<file path="src/rtl/core/tcw_pkg.sv">
// Shared types and constants for the text console writer.
// No dependencies; used by tcw_engine and text_console_writer.
`default_nettype none

package tcw_pkg;

   localparam int SCREEN_COLUMNS_DEF = 80;
   localparam int SCREEN_ROWS_DEF    = 25;

   localparam int POS_W  = 11;
   localparam int CELL_W = 16;
   localparam int CHAR_W = 8;
   localparam int ATTR_W = 8;

   localparam logic [ATTR_W-1:0] ATTR_RESET     = 8'h0F;
   localparam logic [CHAR_W-1:0] CHAR_NEWLINE   = 8'h0A;
   localparam logic [CHAR_W-1:0] CHAR_BACKSPACE = 8'h08;
   localparam logic [CHAR_W-1:0] CHAR_BLANK     = 8'h20;

   typedef enum logic [1:0] {
      OP_PUT   = 2'd0,
      OP_CLEAR = 2'd1,
      OP_READ  = 2'd2,
      OP_NONE  = 2'd3
   } op_type;

   typedef struct packed {
      logic [POS_W-1:0]  cursor_position;
      logic [CELL_W-1:0] cell_word;
   } result_type;

endpackage

`default_nettype wire

</file>
<file path="src/rtl/core/tcw_engine.sv">
// Console sequencer: cursor, put/clear/read handling, scroll copy and blank sweeps.
// Depends on tcw_pkg; drives the ports of tcw_screen_ram.
`default_nettype none

module tcw_engine #(
   parameter int SCREEN_COLUMNS = tcw_pkg::SCREEN_COLUMNS_DEF,
   parameter int SCREEN_ROWS    = tcw_pkg::SCREEN_ROWS_DEF,
   parameter int ADDR_W         = $clog2(SCREEN_COLUMNS * SCREEN_ROWS)
) (
   input  wire logic                         clock,
   input  wire logic                         reset,
   input  wire logic                         req_valid,
   output      logic                         req_ready,
   input  wire tcw_pkg::op_type              req_op,
   input  wire logic [tcw_pkg::CHAR_W-1:0]   req_char,
   input  wire logic [tcw_pkg::POS_W-1:0]    req_addr,
   input  wire logic [tcw_pkg::ATTR_W-1:0]   attr,
   output      logic                         res_valid,
   input  wire logic                         res_ready,
   output      tcw_pkg::result_type          res,
   output      logic                         mem_wr_en,
   output      logic [ADDR_W-1:0]            mem_wr_addr,
   output      logic [tcw_pkg::CELL_W-1:0]   mem_wr_data,
   output      logic                         mem_rd_en,
   output      logic [ADDR_W-1:0]            mem_rd_addr,
   input  wire logic [tcw_pkg::CELL_W-1:0]   mem_rd_data
);

   localparam int CELL_COUNT = SCREEN_COLUMNS * SCREEN_ROWS;
   localparam int COL_W      = $clog2(SCREEN_COLUMNS);
   localparam int ROW_W      = $clog2(SCREEN_ROWS);
   localparam int CNT_W      = $clog2(CELL_COUNT + 1);

   typedef enum logic [6:0] {
      ST_IDLE   = 7'b0000001,
      ST_EXEC   = 7'b0000010,
      ST_RDWAIT = 7'b0000100,
      ST_SCROLL = 7'b0001000,
      ST_BLANK  = 7'b0010000,
      ST_CLEAR  = 7'b0100000,
      ST_DONE   = 7'b1000000
   } state_type;

   state_type                     state_ff, state_in;
   logic [COL_W-1:0]              col_ff, col_in;
   logic [ROW_W-1:0]              row_ff, row_in;
   logic [CNT_W-1:0]              scan_ff, scan_in;
   logic                          pend_ff, pend_in;
   logic [ADDR_W-1:0]             pend_addr_ff, pend_addr_in;
   logic [tcw_pkg::CELL_W-1:0]    word_ff, word_in;
   tcw_pkg::op_type               op_ff;
   logic [tcw_pkg::CHAR_W-1:0]    char_ff;
   logic [tcw_pkg::POS_W-1:0]     addr_ff;

   logic [ADDR_W-1:0]             cur_index;
   logic [COL_W:0]                col_inc;
   logic [ROW_W:0]                row_inc;
   logic [tcw_pkg::CELL_W-1:0]    blank_word;
   logic                          col_nonzero;

   assign cur_index   = ADDR_W'(32'(row_ff) * SCREEN_COLUMNS + 32'(col_ff));
   assign col_inc     = (COL_W+1)'(col_ff) + (COL_W+1)'(1);
   assign row_inc     = (ROW_W+1)'(row_ff) + (ROW_W+1)'(1);
   assign blank_word  = {attr, tcw_pkg::CHAR_BLANK};
   assign col_nonzero = (col_ff != '0);

   assign req_ready           = (state_ff == ST_IDLE);
   assign res_valid           = (state_ff == ST_DONE);
   assign res.cursor_position = tcw_pkg::POS_W'(cur_index);
   assign res.cell_word       = word_ff;

   always_ff @(posedge clock) begin
      if (req_valid && req_ready) begin
         op_ff   <= req_op;
         char_ff <= req_char;
         addr_ff <= req_addr;
      end
      pend_addr_ff <= pend_addr_in;
      word_ff      <= word_in;
   end

   always_ff @(posedge clock) begin
      if (reset) begin
         state_ff <= ST_IDLE;
         col_ff   <= '0;
         row_ff   <= '0;
         scan_ff  <= '0;
         pend_ff  <= 1'b0;
      end else begin
         state_ff <= state_in;
         col_ff   <= col_in;
         row_ff   <= row_in;
         scan_ff  <= scan_in;
         pend_ff  <= pend_in;
      end
   end

   always_comb begin
      state_in     = state_ff;
      col_in       = col_ff;
      row_in       = row_ff;
      scan_in      = scan_ff;
      pend_in      = 1'b0;
      pend_addr_in = pend_addr_ff;
      word_in      = word_ff;
      mem_wr_en    = 1'b0;
      mem_wr_addr  = cur_index;
      mem_wr_data  = blank_word;
      mem_rd_en    = 1'b0;
      mem_rd_addr  = scan_ff[ADDR_W-1:0];

      unique case (state_ff)
         ST_IDLE: begin
            if (req_valid) begin
               state_in = ST_EXEC;
            end
         end

         ST_EXEC: begin
            word_in  = '0;
            state_in = ST_DONE;
            unique case (op_ff)
               tcw_pkg::OP_PUT: begin
                  priority if (char_ff == tcw_pkg::CHAR_NEWLINE) begin
                     col_in = '0;
                     row_in = row_inc[ROW_W-1:0];
                  end else if (char_ff == tcw_pkg::CHAR_BACKSPACE) begin
                     mem_wr_en   = 1'b1;
                     mem_wr_addr = cur_index - ADDR_W'(col_nonzero);
                     col_in      = col_ff - COL_W'(col_nonzero);
                  end else begin
                     mem_wr_en   = 1'b1;
                     mem_wr_data = {attr, char_ff};
                     if (col_inc == (COL_W+1)'(SCREEN_COLUMNS)) begin
                        col_in = '0;
                        row_in = row_inc[ROW_W-1:0];
                     end else begin
                        col_in = col_inc[COL_W-1:0];
                     end
                  end
                  if ((char_ff == tcw_pkg::CHAR_NEWLINE
                       || (char_ff != tcw_pkg::CHAR_BACKSPACE
                           && col_inc == (COL_W+1)'(SCREEN_COLUMNS)))
                      && row_inc == (ROW_W+1)'(SCREEN_ROWS)) begin
                     row_in   = ROW_W'(SCREEN_ROWS - 1);
                     scan_in  = CNT_W'(SCREEN_COLUMNS);
                     state_in = ST_SCROLL;
                  end
               end
               tcw_pkg::OP_CLEAR: begin
                  col_in   = '0;
                  row_in   = '0;
                  scan_in  = '0;
                  state_in = ST_CLEAR;
               end
               tcw_pkg::OP_READ: begin
                  if (32'(addr_ff) < CELL_COUNT) begin
                     mem_rd_en   = 1'b1;
                     mem_rd_addr = ADDR_W'(addr_ff);
                     state_in    = ST_RDWAIT;
                  end
               end
               tcw_pkg::OP_NONE: begin
                  state_in = ST_DONE;
               end
            endcase
         end

         ST_RDWAIT: begin
            word_in  = mem_rd_data;
            state_in = ST_DONE;
         end

         ST_SCROLL: begin
            mem_wr_en   = pend_ff;
            mem_wr_addr = pend_addr_ff;
            mem_wr_data = mem_rd_data;
            if (scan_ff != CNT_W'(CELL_COUNT)) begin
               mem_rd_en    = 1'b1;
               pend_in      = 1'b1;
               pend_addr_in = ADDR_W'(scan_ff - CNT_W'(SCREEN_COLUMNS));
               scan_in      = scan_ff + CNT_W'(1);
            end else begin
               scan_in  = CNT_W'(CELL_COUNT - SCREEN_COLUMNS);
               state_in = ST_BLANK;
            end
         end

         ST_BLANK, ST_CLEAR: begin
            mem_wr_en   = 1'b1;
            mem_wr_addr = scan_ff[ADDR_W-1:0];
            if (scan_ff == CNT_W'(CELL_COUNT - 1)) begin
               state_in = ST_DONE;
            end else begin
               scan_in = scan_ff + CNT_W'(1);
            end
         end

         ST_DONE: begin
            if (res_ready) begin
               state_in = ST_IDLE;
            end
         end

         default: begin
            state_in = ST_IDLE;
         end
      endcase
   end

   a_cursor_in_range: assert property (@(posedge clock) disable iff (reset)
      (32'(col_ff) < SCREEN_COLUMNS) && (32'(row_ff) < SCREEN_ROWS))
      else $error("cursor outside the screen");

   a_scroll_copy_offset: assert property (@(posedge clock) disable iff (reset)
      (state_ff == ST_SCROLL && mem_wr_en)
      |-> (32'(mem_wr_addr) + SCREEN_COLUMNS == 32'($past(mem_rd_addr))))
      else $error("scroll copy writes the wrong row");

   a_clear_homes_cursor: assert property (@(posedge clock) disable iff (reset)
      (state_ff == ST_CLEAR) |-> (col_ff == '0 && row_ff == '0))
      else $error("cursor not homed during clear");

   a_scroll_on_last_row: assert property (@(posedge clock) disable iff (reset)
      (state_ff == ST_SCROLL || state_ff == ST_BLANK)
      |-> (32'(row_ff) == SCREEN_ROWS - 1 && col_ff == '0))
      else $error("scroll without cursor on last row");

endmodule

`default_nettype wire

</file>
<file path="config.mk">
export PLATFORM = sky130hd
export DESIGN_NAME = tcw_engine
export DESIGN_NICKNAME = d
export VERILOG_FILES = /design/src/rtl/core/tcw_pkg.sv /design/src/rtl/core/tcw_engine.sv
export SDC_FILE = /design/constraint.sdc
export NUM_CORES = 1
export LEC_CHECK = 0
export ABC_AREA = 1
export BUFFER_PORTS_ARGS = -buffer_cell sky130_fd_sc_hd__buf_2
export CORE_ASPECT_RATIO = 0.6
export CORE_UTILIZATION = 59
export DETAILED_ROUTE_END_ITERATION = 7
export PLACE_DENSITY = 0.91
export SLEW_MARGIN = 20
export SYNTH_ARGS = -nofsm -noshare
export SYNTH_HDL_FRONTEND = slang
export SYNTH_SLANG_ARGS = --single-unit
</file>
<file path="constraint.sdc">
create_clock -name clock -period 4.3 [get_ports clock]
set_input_delay 0.43 -clock clock [delete_from_list [all_inputs] [get_ports clock]]
set_output_delay 0.43 -clock clock [all_outputs]
set_load 0.005 [all_outputs]
</file>
==> impl_metrics.env <==
export IMPL_dieWidth_microns=121
export IMPL_grt_total_usage=0.332
export IMPL_status="finished clean"
export IMPL_tightest_slew_ns=0.780
export IMPL_whs_endpoint="char_ff[7]$_DFFE_PP_"
export IMPL_ys_ff_latch=79
export IMPL_rr_endpoint="state_ff[4]$_SDFFE_PP0P_"
export IMPL_r2r_cells=8
export IMPL_synth_ff_type="edfxtp_1"
export IMPL_cp_required_ns=3.87
export IMPL_gp_congestion=0.957
export IMPL_wl_mm=14.2
export IMPL_finalCritPeriodShare=0.798
export IMPL_tns_ns=0
export IMPL_grt_max_degree=29
export IMPL_arrival_ns=3.00
export IMPL_critical_path_class="reg -> out"
export IMPL_ys_warn_count=0
export IMPL_whs_path_depth=1
export IMPL_total_power_mw=1.93
export IMPL_root_buffer="clkbuf_16"
export IMPL_dp_hpwl_mm=10.5
export IMPL_cp_end_kind="output pin"
export IMPL_clock_sinks=79
export IMPL_timing_slew_headroom=0.479
export IMPL_place_inst=841
export IMPL_cts_tree="built"
export IMPL_nets=816
export IMPL_syn_nets=708
export IMPL_post_drt_via_cell_ratio=5.90
export IMPL_hold_viol=0
export IMPL_coreArea_sq_um=8040
export IMPL_area_growth_syn_to_layout_pct=17.9
export IMPL_antenna_found_initial=0
export IMPL_vdd_drop_max_uv=347
export IMPL_ff2ff_setup_slack_ns=1.58
export IMPL_rsz0062_at_grt="false"
export IMPL_drv_slew=0
export IMPL_cts_made_buffers=9
export IMPL_synth_simple_area_share=0.272
export IMPL_synth_mux_area_frac=0.00224
export IMPL_synthAdderAreaFrac=0.0603
export IMPL_dieArea_sq_um=8890
export IMPL_routedWlPerCell_microns=16.6
export IMPL_cts_hold_fix_buffers=0
export IMPL_final_cell_count_no_fill=857
export IMPL_yosys_area_top_type="edfxtp_1"
export IMPL_rows=25
export IMPL_cp_max_fo=6
export IMPL_clock_latency_ns=0.34
export IMPL_avgSynthCellArea_sq_um=7.89
export IMPL_fmax_mhz=291
export IMPL_crit_start="row_ff[1]$_SDFFE_PP0P_"
export IMPL_synth_cell_types=48
export IMPL_n_fill_cell=586
export IMPL_p_leak_nw=2.80
export IMPL_first_global_vias=4761
export IMPL_cellPowerDensity_nw_per_um2=326
export IMPL_finalSetupViolCount=0
export IMPL_hold_path_class="in -> reg"
export IMPL_yosys_area_top_type_share=0.287
export IMPL_die_h_microns=73.4
export IMPL_synth_top_cells_by_area="edfxtp_1, dfxtp_1, nand2_1"
export IMPL_initial_core_util=0.624
export IMPL_synthCells=636
export IMPL_cts_setup_buffers=0
export IMPL_io_pins=118
export IMPL_grt_first_pass_wirelength_mm=22.7
export IMPL_remaining_drc_errors=0
export IMPL_netlist_area_sq_um=5020
export IMPL_synthXorXnorAreaFrac=0.0314
export IMPL_min_from="req_char[7]"
export IMPL_synth_compound_area_frac=0.131
export IMPL_drive_above_1_share=0.223
export IMPL_synth_edf_count=48
export IMPL_maxCapViolations=0
export IMPL_cts_buffer_depth=2
export IMPL_h_tree_depth=3
export IMPL_post_route_min_period_ns=3.43
export IMPL_ys_seq_area_frac=0.411
export IMPL_cts_resized=0
export IMPL_synth_top_family_by_area="simple AND/OR/NAND/NOR gates"
export IMPL_firstDrtPassIters=7
export IMPL_postRouteAntennaNets=0
export IMPL_n_antenna_cell=0
export IMPL_vias=5053
export IMPL_path_clk_slew_ns=0.06
export IMPL_port_buffers=117
export IMPL_overflow=0
export IMPL_fin_worst_skew_ns=0.00637
export IMPL_synthArstFlopShare=0
export IMPL_first_iter_violations=814
export IMPL_cp_start_kind="flop"
export IMPL_rr_startpoint="state_ff[1]$_SDFFE_PP0P_"
-- metrics by stage --
| step | utilization | setup slack [ns] | cell area (sq um) | hold WS [ns] |
|---|---|---|---|---|
| 2_1_floorplan | - | 1.70 | 5020 | 0.407 |
| 3_3_place_gp | 0.700 | 1.51 | 5630 | 0.493 |
| 3_5_place_dp | 0.700 | 1.39 | 5630 | 0.505 |
| 4_1_cts | 0.735 | 0.962 | 5910 | 0.259 |
| 5_1_grt | 0.736 | 0.616 | 5910 | 0.253 |
| 6_report | 0.736 | 0.868 | 5910 | 0.261 |
-- cell families after synthesis --
| kind of cell | Yosys count |
|---|---|
| compound gates | 114 |
| xor+xnor | 18 |
| fa+ha+maj | 23 |
| buf+inv | 112 |
| flops | 79 |
| mux | 1 |
| simple gates | 289 |
-- routing by layer --
metal  track usage  wire (microns)
met1         0.429            5830
met2         0.530            6400
met3        0.0877            1550
met4         0.145             453
met5             0               0
-- cells in the final DEF, fill, tap and decap left out, types with 4 or more instances in the layout --
cell,synthesis,final
nand2_1,122,122
buf_2,1,117
inv_1,86,86
nor2_1,70,69
edfxtp_1,48,48
nand3_1,47,47
o21ai_0,42,42
a21oi_1,34,34
dfxtp_1,31,31
ha_1,21,21
xor2_1,16,16
nor3_1,11,11
a22oi_1,11,11
clkbuf_16,0,9
nand4_1,8,8
o211ai_1,7,7
nor2_2,6,6
nor2_4,4,5
nand2_2,5,5
o22ai_1,4,4
o21ai_1,4,4
-- where the power goes --
part           internal, mW  switching [mW]  total [mW]  leakage, nW
registers             0.870          0.0424       0.912        0.698
clock network         0.422           0.297       0.719        0.132
logic                0.0972           0.203       0.300         1.97
total                  1.39           0.542        1.93         2.80
-- state kept, by name (all words and copies together) (netlist names) --
signal	flops
word_ff	16
addr_ff	11
pend_addr_ff	11
scan_ff	11
char_ff	8
col_ff	7
state_ff	7
row_ff	5
op_ff	2
pend_ff	1
-- cell usage after synthesis (3+ instances only) --
master / n
o221ai_1: 3
nor2_4: 4
nand2_1: 122
edfxtp_1: 48
o211ai_1: 7
nor3_1: 11
inv_2: 3
nand2_2: 5
nor3_2: 3
o21ai_0: 42
a22oi_1: 11
ha_1: 21
clkbuf_1: 11
nor2_1: 70
inv_1: 86
nand4_1: 8
nand3_1: 47
dfxtp_1: 31
o22ai_1: 4
buf_4: 5
a21oi_1: 34
o21ai_1: 4
xor2_1: 16
nor2_2: 6
-- cell type report --
type,instances,area [sq um],area share
clock buffers,13,260,0.0440
inverters,92,348,0.0588
multi-input cells,445,2500,0.423
clock inverters,3,20.0,0.00338
well taps,108,135,0.0228
flip-flops and latches,79,2060,0.349
repair buffers,117,586,0.0990
-- how the worst max path moves through the flow --
stage | endpoint | slack [ns] | cells after the start
CTS | mem_wr_addr[9] | 0.96 | 13
finish | mem_wr_addr[9] | 0.87 | 13
floorplan | mem_wr_addr[10] | 1.70 | 11
global placement | mem_rd_addr[2] | 1.51 | 8
global route | mem_wr_addr[9] | 0.62 | 11
detailed placement | mem_wr_addr[9] | 1.39 | 12
-- critical path, stage by stage, from the launching register on --
cell and delay, ns:
dfxtp_1 0.46, ha_1 0.28, ha_1 0.24, fa_1 0.43, xor2_1 0.29, inv_1 0.13
nand4_1 0.11, nand2_1 0.09, nor2_1 0.19, nand4_1 0.13, nand2_1 0.10, inv_1 0.04
nand2_1 0.07, buf_2 0.11
Note: power is estimated with default switching activity, not from simulation.
